===== config.mk =====
export PLATFORM = sky130hd
export DESIGN_NAME = analog_stick_deadzone_normalize_core_flat
export DESIGN_NICKNAME = d
export VERILOG_FILES = /design/src/adnz_pkg.sv /design/src/adnz_ifs.sv /design/src/adnz_div.sv /design/src/adnz_sqrt.sv /design/src/analog_stick_deadzone_normalize_core.sv /design/src/flat_wrapper.sv
export VERILOG_INCLUDE_DIRS = /design/src /design/src/src
export SDC_FILE = /design/constraint.sdc
export NUM_CORES = 2
export LEC_CHECK = 0
export ABC_AREA = 1
export CAP_MARGIN = 20
export CORE_MARGIN = 5
export CORE_UTILIZATION = 45
export DETAILED_ROUTE_END_ITERATION = 6
export DONT_BUFFER_PORTS = 1
export MAX_ROUTING_LAYER = met4
export PLACE_DENSITY_LB_ADDON = 0.12
export SLEW_MARGIN = 20
export SYNTH_ARGS = -nofsm -noshare
export SYNTH_HDL_FRONTEND = slang
export SYNTH_HIERARCHICAL = 1
export SYNTH_SLANG_ARGS = --single-unit

===== constraint.sdc =====
create_clock -name clk -period 8.3 [get_ports clk]
set_clock_uncertainty 0.15 [all_clocks]
set_input_delay 1.66 -clock clk [delete_from_list [all_inputs] [get_ports clk]]
set_output_delay 1.66 -clock clk [all_outputs]
set_load 0.03 [all_outputs]

===== src/assert_macros.svh =====
// assertion macros used by the block's rtl
`ifndef ASSERT_MACROS_SVH
`define ASSERT_MACROS_SVH

// plain implication checked on every edge outside reset
`define ADNZ_ASSERT_IMP(lbl, ante, cons, msg) \
  lbl: assert property (@(posedge clk) disable iff (!rst_n) (ante) |-> (cons)) else $error(msg);

// implication whose consequent is checked in the cycle after the antecedent
`define ADNZ_ASSERT_NXT(lbl, ante, cons, msg) \
  lbl: assert property (@(posedge clk) disable iff (!rst_n) (ante) |=> (cons)) else $error(msg);

`endif


===== src/adnz_pkg.sv =====
// types, constants and angle tables of the stick dead zone block
package adnz_pkg;

  localparam int DIV_W     = 49;
  localparam int DVS_W     = 32;
  localparam int DIV_CNT_W = 6;
  localparam int SQ_W      = 50;
  localparam int RT_W      = 25;
  localparam int SQ_CNT_W  = 5;

  localparam logic [16:0] DEAD_S      = 17'd9216;
  localparam logic [15:0] SCALE_SQ    = 16'd50625;
  localparam logic [8:0]  D_BASE      = 9'd225;
  localparam logic [7:0]  K_SAT       = 8'd240;
  localparam logic [7:0]  K_ZERO      = 8'd96;
  localparam logic [7:0]  K_SPAN      = 8'd144;
  localparam logic [7:0]  K_LEN       = 8'd225;
  localparam logic [15:0] MAG_MAX     = 16'hFFFF;
  localparam logic [14:0] UNIT_ONE    = 15'd16384;
  localparam int          FRAC_SH     = 28;
  localparam logic [5:0]  ANG_STEPS   = 6'd44;
  localparam logic [5:0]  DEG_HALF    = 6'd45;
  localparam logic [7:0]  POS_CENTRE  = 8'd127;
  localparam logic [8:0]  POS_FULL    = 9'd255;

  localparam logic [63:0] COS1_Q30 = 64'd1073578288;
  localparam logic [63:0] SIN1_Q30 = 64'd18739379;
  localparam logic [63:0] Q30_HALF = 64'd536870912;

  typedef logic [30:0] adnz_tab_t [45];

  typedef enum logic [3:0] {
    ST_IDLE, ST_CALC, ST_CHK, ST_UDIV, ST_UDIV_W, ST_USQ_W, ST_ANG, ST_MUL1,
    ST_MUL2, ST_CMP, ST_RSQ_W, ST_LHS, ST_MDIV_W, ST_POST, ST_OUT
  } adnz_state_t;

  // one-degree rotations in q30, rounded at each step
  function automatic adnz_tab_t adnz_build_tab(input logic want_sin);
    logic [63:0] c, s, cn, sn;
    adnz_tab_t   t;
    int          k;
    c = 64'd1 << 30;
    s = 64'd0;
    t[0] = want_sin ? s[30:0] : c[30:0];
    for (k = 0; k < 44; k++) begin
      cn = (c * COS1_Q30 - s * SIN1_Q30 + Q30_HALF) >> 30;
      sn = (s * COS1_Q30 + c * SIN1_Q30 + Q30_HALF) >> 30;
      c = cn;
      s = sn;
      t[k + 1] = want_sin ? s[30:0] : c[30:0];
    end
    return t;
  endfunction

  localparam adnz_tab_t COS_TAB = adnz_build_tab(1'b0);
  localparam adnz_tab_t SIN_TAB = adnz_build_tab(1'b1);

endpackage


===== src/adnz_ifs.sv =====
// request channels of the stick dead zone block
interface adnz_in_if;
  logic       valid;
  logic       ready;
  logic       stick_sel;
  logic       pad_error;
  logic [7:0] left_x;
  logic [7:0] left_y;
  logic [7:0] right_x;
  logic [7:0] right_y;
  logic [3:0] dir_bits;
  logic       fallback_on;
  modport source (output valid, stick_sel, pad_error, left_x, left_y, right_x, right_y,
                  dir_bits, fallback_on, input ready);
  modport sink (input valid, stick_sel, pad_error, left_x, left_y, right_x, right_y,
                dir_bits, fallback_on, output ready);
endinterface

interface adnz_out_if;
  logic               valid;
  logic               ready;
  logic        [7:0]  pos_x;
  logic        [7:0]  pos_y;
  logic signed [15:0] unit_x;
  logic signed [15:0] unit_z;
  logic        [15:0] magnitude;
  modport source (output valid, pos_x, pos_y, unit_x, unit_z, magnitude, input ready);
  modport sink (input valid, pos_x, pos_y, unit_x, unit_z, magnitude, output ready);
endinterface


===== src/adnz_div.sv =====
// restoring divider, one quotient bit per cycle
module adnz_div import adnz_pkg::*; (
  input  logic             clk,
  input  logic             rst_n,
  input  logic             start,
  input  logic [DIV_W-1:0] dividend,
  input  logic [DVS_W-1:0] divisor,
  output logic             done,
  output logic [DIV_W-1:0] quotient
);
  logic                 busy_r, busy_nxt;
  logic                 done_r, done_nxt;
  logic [DIV_CNT_W-1:0] cnt_r, cnt_nxt;
  logic [DIV_W-1:0]     quo_r, quo_nxt;
  logic [DVS_W-1:0]     rem_r, rem_nxt;
  logic [DVS_W-1:0]     dvs_r, dvs_nxt;
  logic [DVS_W:0]       rem_sh, rem_sub;
  logic                 ge;

  assign rem_sh  = {rem_r, quo_r[DIV_W-1]};
  assign ge      = rem_sh >= {1'b0, dvs_r};
  assign rem_sub = rem_sh - {1'b0, dvs_r};

  always_comb begin
    busy_nxt = busy_r;
    done_nxt = 1'b0;
    cnt_nxt  = cnt_r;
    quo_nxt  = quo_r;
    rem_nxt  = rem_r;
    dvs_nxt  = dvs_r;
    if (start) begin
      busy_nxt = 1'b1;
      cnt_nxt  = DIV_CNT_W'(DIV_W - 1);
      quo_nxt  = dividend;
      rem_nxt  = '0;
      dvs_nxt  = divisor;
    end else if (busy_r) begin
      rem_nxt = ge ? rem_sub[DVS_W-1:0] : rem_sh[DVS_W-1:0];
      quo_nxt = {quo_r[DIV_W-2:0], ge};
      cnt_nxt = cnt_r - 1'b1;
      if (cnt_r == '0) begin
        busy_nxt = 1'b0;
        done_nxt = 1'b1;
      end
    end
  end

  always_ff @(posedge clk) begin
    if (!rst_n) begin
      busy_r <= 1'b0;
      done_r <= 1'b0;
    end else begin
      busy_r <= busy_nxt;
      done_r <= done_nxt;
    end
    cnt_r <= cnt_nxt;
    quo_r <= quo_nxt;
    rem_r <= rem_nxt;
    dvs_r <= dvs_nxt;
  end

  assign done     = done_r;
  assign quotient = quo_r;
endmodule


===== src/adnz_sqrt.sv =====
// digit-by-digit integer square root, one root bit per cycle
module adnz_sqrt import adnz_pkg::*; (
  input  logic            clk,
  input  logic            rst_n,
  input  logic            start,
  input  logic [SQ_W-1:0] radicand,
  output logic            done,
  output logic [RT_W-1:0] root
);
  logic                busy_r, busy_nxt;
  logic                done_r, done_nxt;
  logic [SQ_CNT_W-1:0] cnt_r, cnt_nxt;
  logic [SQ_W-1:0]     rad_r, rad_nxt;
  logic [RT_W:0]       rem_r, rem_nxt;
  logic [RT_W-1:0]     root_r, root_nxt;
  logic [RT_W+2:0]     rem_sh, trial, rem_sub;
  logic                ge;

  assign rem_sh  = {rem_r, rad_r[SQ_W-1 -: 2]};
  assign trial   = {1'b0, root_r, 2'b01};
  assign ge      = rem_sh >= trial;
  assign rem_sub = rem_sh - trial;

  always_comb begin
    busy_nxt = busy_r;
    done_nxt = 1'b0;
    cnt_nxt  = cnt_r;
    rad_nxt  = rad_r;
    rem_nxt  = rem_r;
    root_nxt = root_r;
    if (start) begin
      busy_nxt = 1'b1;
      cnt_nxt  = SQ_CNT_W'(RT_W - 1);
      rad_nxt  = radicand;
      rem_nxt  = '0;
      root_nxt = '0;
    end else if (busy_r) begin
      rem_nxt  = ge ? rem_sub[RT_W:0] : rem_sh[RT_W:0];
      root_nxt = {root_r[RT_W-2:0], ge};
      rad_nxt  = {rad_r[SQ_W-3:0], 2'b00};
      cnt_nxt  = cnt_r - 1'b1;
      if (cnt_r == '0) begin
        busy_nxt = 1'b0;
        done_nxt = 1'b1;
      end
    end
  end

  always_ff @(posedge clk) begin
    if (!rst_n) begin
      busy_r <= 1'b0;
      done_r <= 1'b0;
    end else begin
      busy_r <= busy_nxt;
      done_r <= done_nxt;
    end
    cnt_r  <= cnt_nxt;
    rad_r  <= rad_nxt;
    rem_r  <= rem_nxt;
    root_r <= root_nxt;
  end

  assign done = done_r;
  assign root = root_r;
endmodule


===== src/analog_stick_deadzone_normalize_core.sv =====
// Radial dead zone and normalisation of one analog stick sample per request.
// in_ch carries a pad sample (both sticks, stick select, pad error, direction
// bits, fallback enable); out_ch returns position, Q1.14 direction and a
// 0..65535 magnitude, one result per request, valid/ready on both sides.
// A request is taken only in the idle state; a sequencer then drives a shared
// restoring divider and a shared square-root unit. Path from accept to
// out_ch.valid: a pad error goes straight to the output; a dead-zone sample
// stops after the radius check; a live sample divides and takes a square root
// for each direction component, runs up to 44 angle steps, then at most a
// square root and a divide for the length; a left-stick fallback makes a
// second pass through the above. The result sits in an output register, so a
// new request is taken while out_ch is stalled; the sequencer waits only if it
// finishes again before the old result has gone. Synchronous reset sets the
// last position to 127/127 and the last direction to zero and empties the
// output register.
`include "assert_macros.svh"
module analog_stick_deadzone_normalize_core import adnz_pkg::*; (
  input  logic     clk,
  input  logic     rst_n,
  adnz_in_if.sink    in_ch,
  adnz_out_if.source out_ch
);
  adnz_state_t state_r, state_nxt;

  logic        sel_r, sel_nxt, err_r, err_nxt, fb_r, fb_nxt, pass_r, pass_nxt;
  logic [3:0]  dirs_r, dirs_nxt;
  logic [7:0]  x_r, x_nxt, y_r, y_nxt;
  logic [16:0] s_r, s_nxt;
  logic        ax_r, ax_nxt, zero_r, zero_nxt;
  logic [15:0] ux_r, ux_nxt, uz_r, uz_nxt, mag_r, mag_nxt;
  logic [5:0]  k_r, k_nxt, d_r, d_nxt;
  logic [32:0] prod_r, prod_nxt, lhs_r, lhs_nxt;
  logic [15:0] t240_r, t240_nxt, t144_r, t144_nxt;
  logic [14:0] t96_r, t96_nxt;
  logic [31:0] hi_r, hi_nxt;
  logic [29:0] lo_r, lo_nxt;
  logic [7:0]  last_x_r, last_x_nxt, last_y_r, last_y_nxt;
  logic [15:0] last_ux_r, last_ux_nxt, last_uz_r, last_uz_nxt;
  logic        out_valid_r, out_valid_nxt;
  logic [7:0]  out_x_r, out_x_nxt, out_y_r, out_y_nxt;
  logic [15:0] out_ux_r, out_ux_nxt, out_uz_r, out_uz_nxt, out_mag_r, out_mag_nxt;

  logic             div_start, div_done, sq_start, sq_done;
  logic [DIV_W-1:0] div_dividend, div_quo;
  logic [DVS_W-1:0] div_divisor;
  logic [SQ_W-1:0]  sq_rad;
  logic [RT_W-1:0]  sq_root;

  logic        in_acc, out_free, ang_pass, u_le_v, do_fb;
  logic [7:0]  p, q, u, v, lo_v, hi_v, fx, fy;
  logic [15:0] pp, qq;
  logic [38:0] ang_lhs, ang_rhs;
  logic [8:0]  dd, fx9, fy9;
  logic [14:0] uabs;
  logic [15:0] usgn;
  logic [30:0] zl;
  logic [32:0] diff;

  adnz_div u_div (
    .clk(clk), .rst_n(rst_n), .start(div_start), .dividend(div_dividend),
    .divisor(div_divisor), .done(div_done), .quotient(div_quo)
  );

  adnz_sqrt u_sqrt (
    .clk(clk), .rst_n(rst_n), .start(sq_start), .radicand(sq_rad),
    .done(sq_done), .root(sq_root)
  );

  assign in_acc   = in_ch.valid && in_ch.ready;
  assign out_free = !out_valid_r || out_ch.ready;
  assign in_ch.ready = (state_r == ST_IDLE);

  // |2x-255| is always odd, so the low bit is fixed
  assign p  = {x_r[7] ? x_r[6:0] : ~x_r[6:0], 1'b1};
  assign q  = {y_r[7] ? y_r[6:0] : ~y_r[6:0], 1'b1};
  assign pp = 16'(p) * 16'(p);
  assign qq = 16'(q) * 16'(q);

  // angle measured from the axis that depends on which half y is in
  assign u      = y_r[7] ? p : q;
  assign v      = y_r[7] ? q : p;
  assign u_le_v = u <= v;
  assign lo_v   = u_le_v ? u : v;
  assign hi_v   = u_le_v ? v : u;
  assign ang_lhs  = 39'(lo_v) * 39'(COS_TAB[k_r]);
  assign ang_rhs  = 39'(hi_v) * 39'(SIN_TAB[k_r]);
  assign ang_pass = ang_lhs >= ang_rhs;

  assign dd   = D_BASE + 9'(d_r);
  assign uabs = (sq_root > RT_W'(UNIT_ONE)) ? UNIT_ONE : sq_root[14:0];
  assign usgn = (ax_r ? !y_r[7] : !x_r[7]) ? 16'(-{1'b0, uabs}) : {1'b0, uabs};
  assign zl   = {t96_r, 16'd0};
  assign diff = lhs_r - 33'(zl);

  // direction-bit fallback from the last position
  assign fx9 = dirs_r[1] ? (9'(last_x_r) + POS_FULL) :
               dirs_r[3] ? 9'(last_x_r) : (9'(last_x_r) + 9'(POS_CENTRE));
  assign fy9 = dirs_r[0] ? 9'(last_y_r) :
               dirs_r[2] ? (9'(last_y_r) + POS_FULL) : (9'(last_y_r) + 9'(POS_CENTRE));
  assign fx  = fx9[8:1];
  assign fy  = fy9[8:1];
  assign do_fb = !pass_r && !sel_r && zero_r && fb_r;

  always_comb begin
    state_nxt = state_r;
    unique case (state_r)
      ST_IDLE:   if (in_acc) state_nxt = in_ch.pad_error ? ST_OUT : ST_CALC;
      ST_CALC:   state_nxt = ST_CHK;
      ST_CHK:    state_nxt = (s_r <= DEAD_S) ? ST_POST : ST_UDIV;
      ST_UDIV:   state_nxt = ST_UDIV_W;
      ST_UDIV_W: if (div_done) state_nxt = ST_USQ_W;
      ST_USQ_W:  if (sq_done) state_nxt = ax_r ? ST_ANG : ST_UDIV;
      ST_ANG:    if (!ang_pass || k_r == ANG_STEPS) state_nxt = ST_MUL1;
      ST_MUL1:   state_nxt = ST_MUL2;
      ST_MUL2:   state_nxt = ST_CMP;
      ST_CMP: begin
        if (prod_r >= 33'(hi_r) || prod_r <= 33'(lo_r)) state_nxt = ST_POST;
        else state_nxt = ST_RSQ_W;
      end
      ST_RSQ_W:  if (sq_done) state_nxt = ST_LHS;
      ST_LHS:    state_nxt = (lhs_r <= 33'(zl)) ? ST_POST : ST_MDIV_W;
      ST_MDIV_W: if (div_done) state_nxt = ST_POST;
      ST_POST:   state_nxt = do_fb ? ST_CALC : ST_OUT;
      ST_OUT:    if (out_free) state_nxt = ST_IDLE;
      default:   state_nxt = ST_IDLE;
    endcase
  end

  always_comb begin
    sel_nxt = sel_r; err_nxt = err_r; fb_nxt = fb_r; dirs_nxt = dirs_r;
    pass_nxt = pass_r; x_nxt = x_r; y_nxt = y_r; s_nxt = s_r; ax_nxt = ax_r;
    zero_nxt = zero_r; ux_nxt = ux_r; uz_nxt = uz_r; mag_nxt = mag_r;
    k_nxt = k_r; d_nxt = d_r; prod_nxt = prod_r; lhs_nxt = lhs_r;
    t240_nxt = t240_r; t144_nxt = t144_r; t96_nxt = t96_r;
    hi_nxt = hi_r; lo_nxt = lo_r;
    last_x_nxt = last_x_r; last_y_nxt = last_y_r;
    last_ux_nxt = last_ux_r; last_uz_nxt = last_uz_r;
    out_valid_nxt = out_valid_r && !out_ch.ready;
    out_x_nxt = out_x_r; out_y_nxt = out_y_r; out_ux_nxt = out_ux_r;
    out_uz_nxt = out_uz_r; out_mag_nxt = out_mag_r;
    div_start = 1'b0; div_dividend = '0; div_divisor = '0;
    sq_start = 1'b0; sq_rad = '0;
    unique case (state_r)
      ST_IDLE: begin
        if (in_acc) begin
          sel_nxt  = in_ch.stick_sel;
          err_nxt  = in_ch.pad_error;
          fb_nxt   = in_ch.fallback_on;
          dirs_nxt = in_ch.dir_bits;
          x_nxt    = in_ch.stick_sel ? in_ch.right_x : in_ch.left_x;
          y_nxt    = in_ch.stick_sel ? in_ch.right_y : in_ch.left_y;
          pass_nxt = 1'b0;
        end
      end
      ST_CALC: s_nxt = 17'(pp) + 17'(qq);
      ST_CHK: begin
        ax_nxt = 1'b0;
        if (s_r <= DEAD_S) begin
          ux_nxt = '0; uz_nxt = '0; mag_nxt = '0; zero_nxt = 1'b1;
        end
      end
      ST_UDIV: begin
        div_start    = 1'b1;
        div_dividend = DIV_W'({ax_r ? qq : pp, FRAC_SH'(0)});
        div_divisor  = DVS_W'(s_r);
      end
      ST_UDIV_W: begin
        if (div_done) begin
          sq_start = 1'b1;
          sq_rad   = SQ_W'(div_quo);
        end
      end
      ST_USQ_W: begin
        if (sq_done) begin
          if (ax_r) begin
            uz_nxt = usgn;
            k_nxt  = 6'd1;
          end else begin
            ux_nxt = usgn;
            ax_nxt = 1'b1;
          end
        end
      end
      ST_ANG: begin
        if (!ang_pass) begin
          d_nxt = u_le_v ? k_r - 6'd1 : k_r;
        end else if (k_r == ANG_STEPS) begin
          // both legs equal counts as exactly the diagonal
          d_nxt = (u_le_v && u != v) ? ANG_STEPS : DEG_HALF;
        end else begin
          k_nxt = k_r + 6'd1;
        end
      end
      ST_MUL1: begin
        prod_nxt = 33'(s_r) * 33'(SCALE_SQ);
        t240_nxt = 16'(16'(dd) * 16'(K_SAT));
        t96_nxt  = 15'(15'(dd) * 15'(K_ZERO));
        t144_nxt = 16'(16'(dd) * 16'(K_SPAN));
      end
      ST_MUL2: begin
        hi_nxt = 32'(t240_r) * 32'(t240_r);
        lo_nxt = 30'(t96_r) * 30'(t96_r);
      end
      ST_CMP: begin
        if (prod_r >= 33'(hi_r)) begin
          mag_nxt = MAG_MAX; zero_nxt = 1'b0;
        end else if (prod_r <= 33'(lo_r)) begin
          mag_nxt = '0; zero_nxt = 1'b1;
        end else begin
          sq_start = 1'b1;
          sq_rad   = SQ_W'({s_r, 32'd0});
        end
      end
      ST_RSQ_W: if (sq_done) lhs_nxt = 33'(sq_root) * 33'(K_LEN);
      ST_LHS: begin
        zero_nxt = 1'b0;
        if (lhs_r <= 33'(zl)) begin
          mag_nxt = '0;
        end else begin
          div_start    = 1'b1;
          div_dividend = {diff, 16'd0} - DIV_W'(diff);
          div_divisor  = {t144_r, 16'd0};
        end
      end
      ST_MDIV_W: begin
        if (div_done) mag_nxt = (div_quo > DIV_W'(MAG_MAX)) ? MAG_MAX : div_quo[15:0];
      end
      ST_POST: begin
        if (do_fb) begin
          x_nxt = fx; y_nxt = fy; pass_nxt = 1'b1;
        end
      end
      ST_OUT: begin
        if (out_free) begin
          out_valid_nxt = 1'b1;
          out_x_nxt   = err_r ? POS_CENTRE : x_r;
          out_y_nxt   = err_r ? POS_CENTRE : y_r;
          out_ux_nxt  = err_r ? last_ux_r : ux_r;
          out_uz_nxt  = err_r ? last_uz_r : uz_r;
          out_mag_nxt = err_r ? 16'd0 : mag_r;
          last_x_nxt  = err_r ? POS_CENTRE : x_r;
          last_y_nxt  = err_r ? POS_CENTRE : y_r;
          last_ux_nxt = err_r ? last_ux_r : ux_r;
          last_uz_nxt = err_r ? last_uz_r : uz_r;
        end
      end
      default: ;
    endcase
  end

  always_ff @(posedge clk) begin
    if (!rst_n) begin
      state_r     <= ST_IDLE;
      out_valid_r <= 1'b0;
      last_x_r    <= POS_CENTRE;
      last_y_r    <= POS_CENTRE;
      last_ux_r   <= '0;
      last_uz_r   <= '0;
    end else begin
      state_r     <= state_nxt;
      out_valid_r <= out_valid_nxt;
      last_x_r    <= last_x_nxt;
      last_y_r    <= last_y_nxt;
      last_ux_r   <= last_ux_nxt;
      last_uz_r   <= last_uz_nxt;
    end
    sel_r <= sel_nxt; err_r <= err_nxt; fb_r <= fb_nxt; dirs_r <= dirs_nxt;
    pass_r <= pass_nxt; x_r <= x_nxt; y_r <= y_nxt; s_r <= s_nxt; ax_r <= ax_nxt;
    zero_r <= zero_nxt; ux_r <= ux_nxt; uz_r <= uz_nxt; mag_r <= mag_nxt;
    k_r <= k_nxt; d_r <= d_nxt; prod_r <= prod_nxt; lhs_r <= lhs_nxt;
    t240_r <= t240_nxt; t144_r <= t144_nxt; t96_r <= t96_nxt;
    hi_r <= hi_nxt; lo_r <= lo_nxt;
    out_x_r <= out_x_nxt; out_y_r <= out_y_nxt; out_ux_r <= out_ux_nxt;
    out_uz_r <= out_uz_nxt; out_mag_r <= out_mag_nxt;
  end

  assign out_ch.valid     = out_valid_r;
  assign out_ch.pos_x     = out_x_r;
  assign out_ch.pos_y     = out_y_r;
  assign out_ch.unit_x    = out_ux_r;
  assign out_ch.unit_z    = out_uz_r;
  assign out_ch.magnitude = out_mag_r;

  `ADNZ_ASSERT_NXT(a_accept_leaves_idle, in_acc, state_r != ST_IDLE, "request taken but sequencer idle")
  `ADNZ_ASSERT_IMP(a_unit_x_range, out_valid_r, ($signed(out_ux_r) <= $signed({1'b0, UNIT_ONE})) && ($signed(out_ux_r) >= -$signed({1'b0, UNIT_ONE})), "unit_x beyond one")
  `ADNZ_ASSERT_IMP(a_mag_has_dir, out_valid_r && out_mag_r != 16'd0, out_ux_r != 16'd0 || out_uz_r != 16'd0, "magnitude without direction")
endmodule

===== src/flat_wrapper.sv =====
// flat-port wrapper written by rule: the top's interface ports become plain ports
module analog_stick_deadzone_normalize_core_flat import adnz_pkg::*;
  (clk, rst_n, in_ch_valid, in_ch_stick_sel, in_ch_pad_error, in_ch_left_x, in_ch_left_y, in_ch_right_x, in_ch_right_y, in_ch_dir_bits, in_ch_fallback_on, in_ch_ready, out_ch_valid, out_ch_pos_x, out_ch_pos_y, out_ch_unit_x, out_ch_unit_z, out_ch_magnitude, out_ch_ready);
  adnz_in_if in_ch_i ();
  adnz_out_if out_ch_i ();
  input  logic clk;
  input  logic rst_n;
  input wire logic [$bits(in_ch_i.valid)-1:0] in_ch_valid;
  input wire logic [$bits(in_ch_i.stick_sel)-1:0] in_ch_stick_sel;
  input wire logic [$bits(in_ch_i.pad_error)-1:0] in_ch_pad_error;
  input wire logic [$bits(in_ch_i.left_x)-1:0] in_ch_left_x;
  input wire logic [$bits(in_ch_i.left_y)-1:0] in_ch_left_y;
  input wire logic [$bits(in_ch_i.right_x)-1:0] in_ch_right_x;
  input wire logic [$bits(in_ch_i.right_y)-1:0] in_ch_right_y;
  input wire logic [$bits(in_ch_i.dir_bits)-1:0] in_ch_dir_bits;
  input wire logic [$bits(in_ch_i.fallback_on)-1:0] in_ch_fallback_on;
  output wire logic [$bits(in_ch_i.ready)-1:0] in_ch_ready;
  output wire logic [$bits(out_ch_i.valid)-1:0] out_ch_valid;
  output wire logic [$bits(out_ch_i.pos_x)-1:0] out_ch_pos_x;
  output wire logic [$bits(out_ch_i.pos_y)-1:0] out_ch_pos_y;
  output wire logic [$bits(out_ch_i.unit_x)-1:0] out_ch_unit_x;
  output wire logic [$bits(out_ch_i.unit_z)-1:0] out_ch_unit_z;
  output wire logic [$bits(out_ch_i.magnitude)-1:0] out_ch_magnitude;
  input wire logic [$bits(out_ch_i.ready)-1:0] out_ch_ready;
  assign in_ch_i.valid = in_ch_valid;
  assign in_ch_i.stick_sel = in_ch_stick_sel;
  assign in_ch_i.pad_error = in_ch_pad_error;
  assign in_ch_i.left_x = in_ch_left_x;
  assign in_ch_i.left_y = in_ch_left_y;
  assign in_ch_i.right_x = in_ch_right_x;
  assign in_ch_i.right_y = in_ch_right_y;
  assign in_ch_i.dir_bits = in_ch_dir_bits;
  assign in_ch_i.fallback_on = in_ch_fallback_on;
  assign in_ch_ready = in_ch_i.ready;
  assign out_ch_valid = out_ch_i.valid;
  assign out_ch_pos_x = out_ch_i.pos_x;
  assign out_ch_pos_y = out_ch_i.pos_y;
  assign out_ch_unit_x = out_ch_i.unit_x;
  assign out_ch_unit_z = out_ch_i.unit_z;
  assign out_ch_magnitude = out_ch_i.magnitude;
  assign out_ch_i.ready = out_ch_ready;
  analog_stick_deadzone_normalize_core u_core (.clk(clk), .rst_n(rst_n), .in_ch(in_ch_i), .out_ch(out_ch_i));
endmodule

==> run_results.csv <==
group,metric,value,unit
run_status,status,"finished with violations",
run_status,violations,"negative setup slack",
timing,period_share,101,%
layout,fillers,15200,
timing,relSlewSlack,23.8,%
clocking,tritoncts,"built",
critical_path,cp_data_arrival_time,8570,ps
timing,setup_viol,12,
timing,fin_ws,-54.7,ps
timing,tightestPinTransition,1140,ps
yosys,async_flop_share,0,%
clocking,clkLatencyLatePin,680,ps
yosys,yosysTopAreaCell,"edfxtp_1",
clocking,clk_pin_slew_worst_paths,60,ps
yosys,synth_cell_types,80,
clocking,numCtsBuffers,68,
routing,vias,63900,
global_route,grt_usage,29.3,%
critical_path,crit_type,"reg -> reg",
floorplanning,io_pins,109,
layout,finalNetCount,11600,
place,port_buffers,0,
timing,grt_setup_unrepaired,"true",
timing,fin_setup_tns,-377,ps
routing,wirelength,241000,um
floorplanning,start_util,45.1,%
global_route,first_global_vias,63400,
yosys,synth_area_leaders,"edfxtp_1 (18%), fa_1 (18%), ha_1 (13%), nand2_1 (13%), inv_1 (9.5%)",
layout,drive_above_1_share,16.8,%
global_route,grt_pass1_wl,372000,um
worst_hold_path,worst_hold_path_type,"reg -> reg",
routing,avgViaCountPerCell,5.19,
routing,routedWlPerCell,19.6,um
layout,synthToLayoutAreaGrowth,20.1,%
yosys,synth.most_common_cell,"nand2_1",
clocking,cts_hold_buf,0,
place,dp_hpwl,197000,um
critical_path,crit_required,8510,ps
routing,dr.first_iter.drc_count,4948,
clocking,clock_sinks,576,
place,gp_congestion,1.00,
floorplanning,fp-row-count,146,
critical_path,slowest_delay,550,ps
timing,slew_violations,0,
timing,max_freq,120,MHz
floorplanning,die_area,166000,sq um
yosys,synth_cells,9395,
global_route,gr-total-overflow,0,
routing,drc,0,
routing,dr.pass1.iters,6,
global_route,antenna_found_initial,6,
yosys,ys_ff_latch,576,
clocking,htreeDepth,3,
yosys,synth_top_area_share,17.9,%
yosys,synth_common_cells,"nand2_1 (2387), inv_1 (1800), nor2_1 (960)",
timing,hold_violations,0,
global_route,grt_max_degree,79,
critical_path,cpMaxStageDelayCell,"fa_1",
yosys,yosys_warnings,6,
floorplanning,core_area,158000,sq um
floorplanning,die_h,408,um
routing,antenna_left,0,
critical_path,startpoint_type,"flop",
run,cap_violations,0,
critical_path,crit_fanout,7,
timing,period_minus_slack,8350,ps
yosys,synth_edf_count,425,
clocking,cts-root-buf,"clkbuf_16",
yosys,ys_seq_area_share,22.2,%
yosys,syn_area,71200,sq um
critical_path,setup.worst_path.end_class,"flop",
yosys,avgSynthCellArea,7.58,sq um
yosys,synth_flop_cell,"edfxtp_1",
floorplanning,die_w,408,um
clocking,cts_buffer_depth,3,
[sequential cells by signal, summed over array words and instances (netlist names), 11 cells and up]
signal	flops
u_core/u_sqrt/rad_r	50
u_core/u_div/quotient	49
u_core/lhs_r	33
u_core/u_div/dvs_r	32
u_core/u_div/rem_r	32
u_core/u_sqrt/rem_r	26
u_core/prod_r	25
u_core/u_sqrt/root	25
u_core/hi_r	21
u_core/lo_r	19
u_core/last_ux_r	16
u_core/last_uz_r	16
u_core/mag_r	16
u_core/out_ch.magnitude	16
u_core/out_ch.unit_x	16
u_core/out_ch.unit_z	16
u_core/ux_r	16
u_core/uz_r	16
u_core/s_r	15
u_core/t144_r	11
[placed cells by master (no fill, tap or decap), types with 13 or more instances in the layout]
master,Yosys,layout
o22ai_1,55,54
o21ai_0,316,268
nand4_1,86,86
nand2_4,2,23
nand2_2,33,120
clkinv_1,9,13
a21oi_2,2,49
o21ai_2,3,33
or2_2,18,18
clkinv_2,0,13
nor2_2,16,71
nand3_1,342,326
nand2_1,2387,2278
a21o_1,39,38
o211ai_1,34,34
nand3b_1,20,20
dfxtp_1,151,151
edfxtp_1,425,425
nor2_1,960,878
a31oi_1,43,34
inv_1,1800,1761
o21ai_1,9,25
ha_1,758,686
ha_4,0,69
fa_1,625,598
xor2_1,158,149
nand3_2,33,47
inv_2,37,66
fa_2,0,27
o31ai_1,15,14
o21a_1,17,15
buf_12,1,43
buf_6,25,29
a21oi_1,415,358
nor2_4,8,35
buf_4,17,843
clkbuf_16,0,73
nor3_1,81,76
o21bai_1,40,25
xnor2_1,105,96
[routing by layer]
layer | wire, um | GRT usage, %
met2 | 107000 | 45.0
met5 | 0 | -
met3 | 14000 | 3.16
met1 | 115000 | 42.4
met4 | 5160 | 5.39
[path summary, 6_finish.rpt]
check | from | end | slack, ps | cells after the start
min | u_core/last_uz_r[4] | u_core/last_uz_r[4] | 290 | 2
max reg2reg | u_core/x_r[7] | u_core/k_r[1] | -50 | 46
max | u_core/x_r[7] | u_core/k_r[1] | -50 | 46
min reg2reg | u_core/last_uz_r[4] | u_core/last_uz_r[4] | 290 | 2
[per-stage QoR]
stage | worst slack, ps | util, % | cells | hold WS, ps | area, sq um
after floorplan | 182 | - | 9402 | 275 | 71200
after global placement | -643 | 50.4 | 12100 | 281 | 79500
after detailed placement | -845 | 50.4 | 12100 | 288 | 79500
after CTS | 3.05 | 53.1 | 12300 | 296 | 83800
after global routing | -401 | 54.2 | 12300 | 311 | 85500
final | -54.7 | 54.2 | 12300 | 294 | 85500
[timing repair]
action                     4_1_cts  5_1_grt
setup endpoints to repair       22       22
setup buffers                   44       38
gates resized for setup        349      338
cloned                           4        4
pin swaps                      136      227
[worst max-delay path: cells and delay by family, from the launching register on]
kind                       cells  cell delay [ps]
AOI/OAI and AO/OA              6             1020
xor gates and xnor gates       2              350
adders and majority gates      7             2840
buffers and inverters         15             1600
DFF                            1              490
and+or+nand+nor               16             1550
[cell families after synthesis]
kind of cell	after synthesis	share of synthesized area, %
buf+inv	2054	11.3
simple gates	4043	23.4
other cells	2	0.0105
fa+ha+maj	1383	30.9
compound gates	1067	8.71
flops	576	22.2
xor+xnor	268	3.43
mux	2	0.0299
[cell type report]
type	count	area (sq um)	area share, %
clock buffer	84	1810	2.12
multi-input combinational	6772	50100	58.6
timing repair buffer	925	7760	9.07
clock inverter	41	479	0.560
inverter	1847	6970	8.15
tap	2072	2590	3.03
sequential	576	15800	18.5
antenna	4	10.0	0.0117
Power is left out: the tool's default activity adds up to more than one toggle a clock period on the data nets, which glitch-free logic cannot reach.
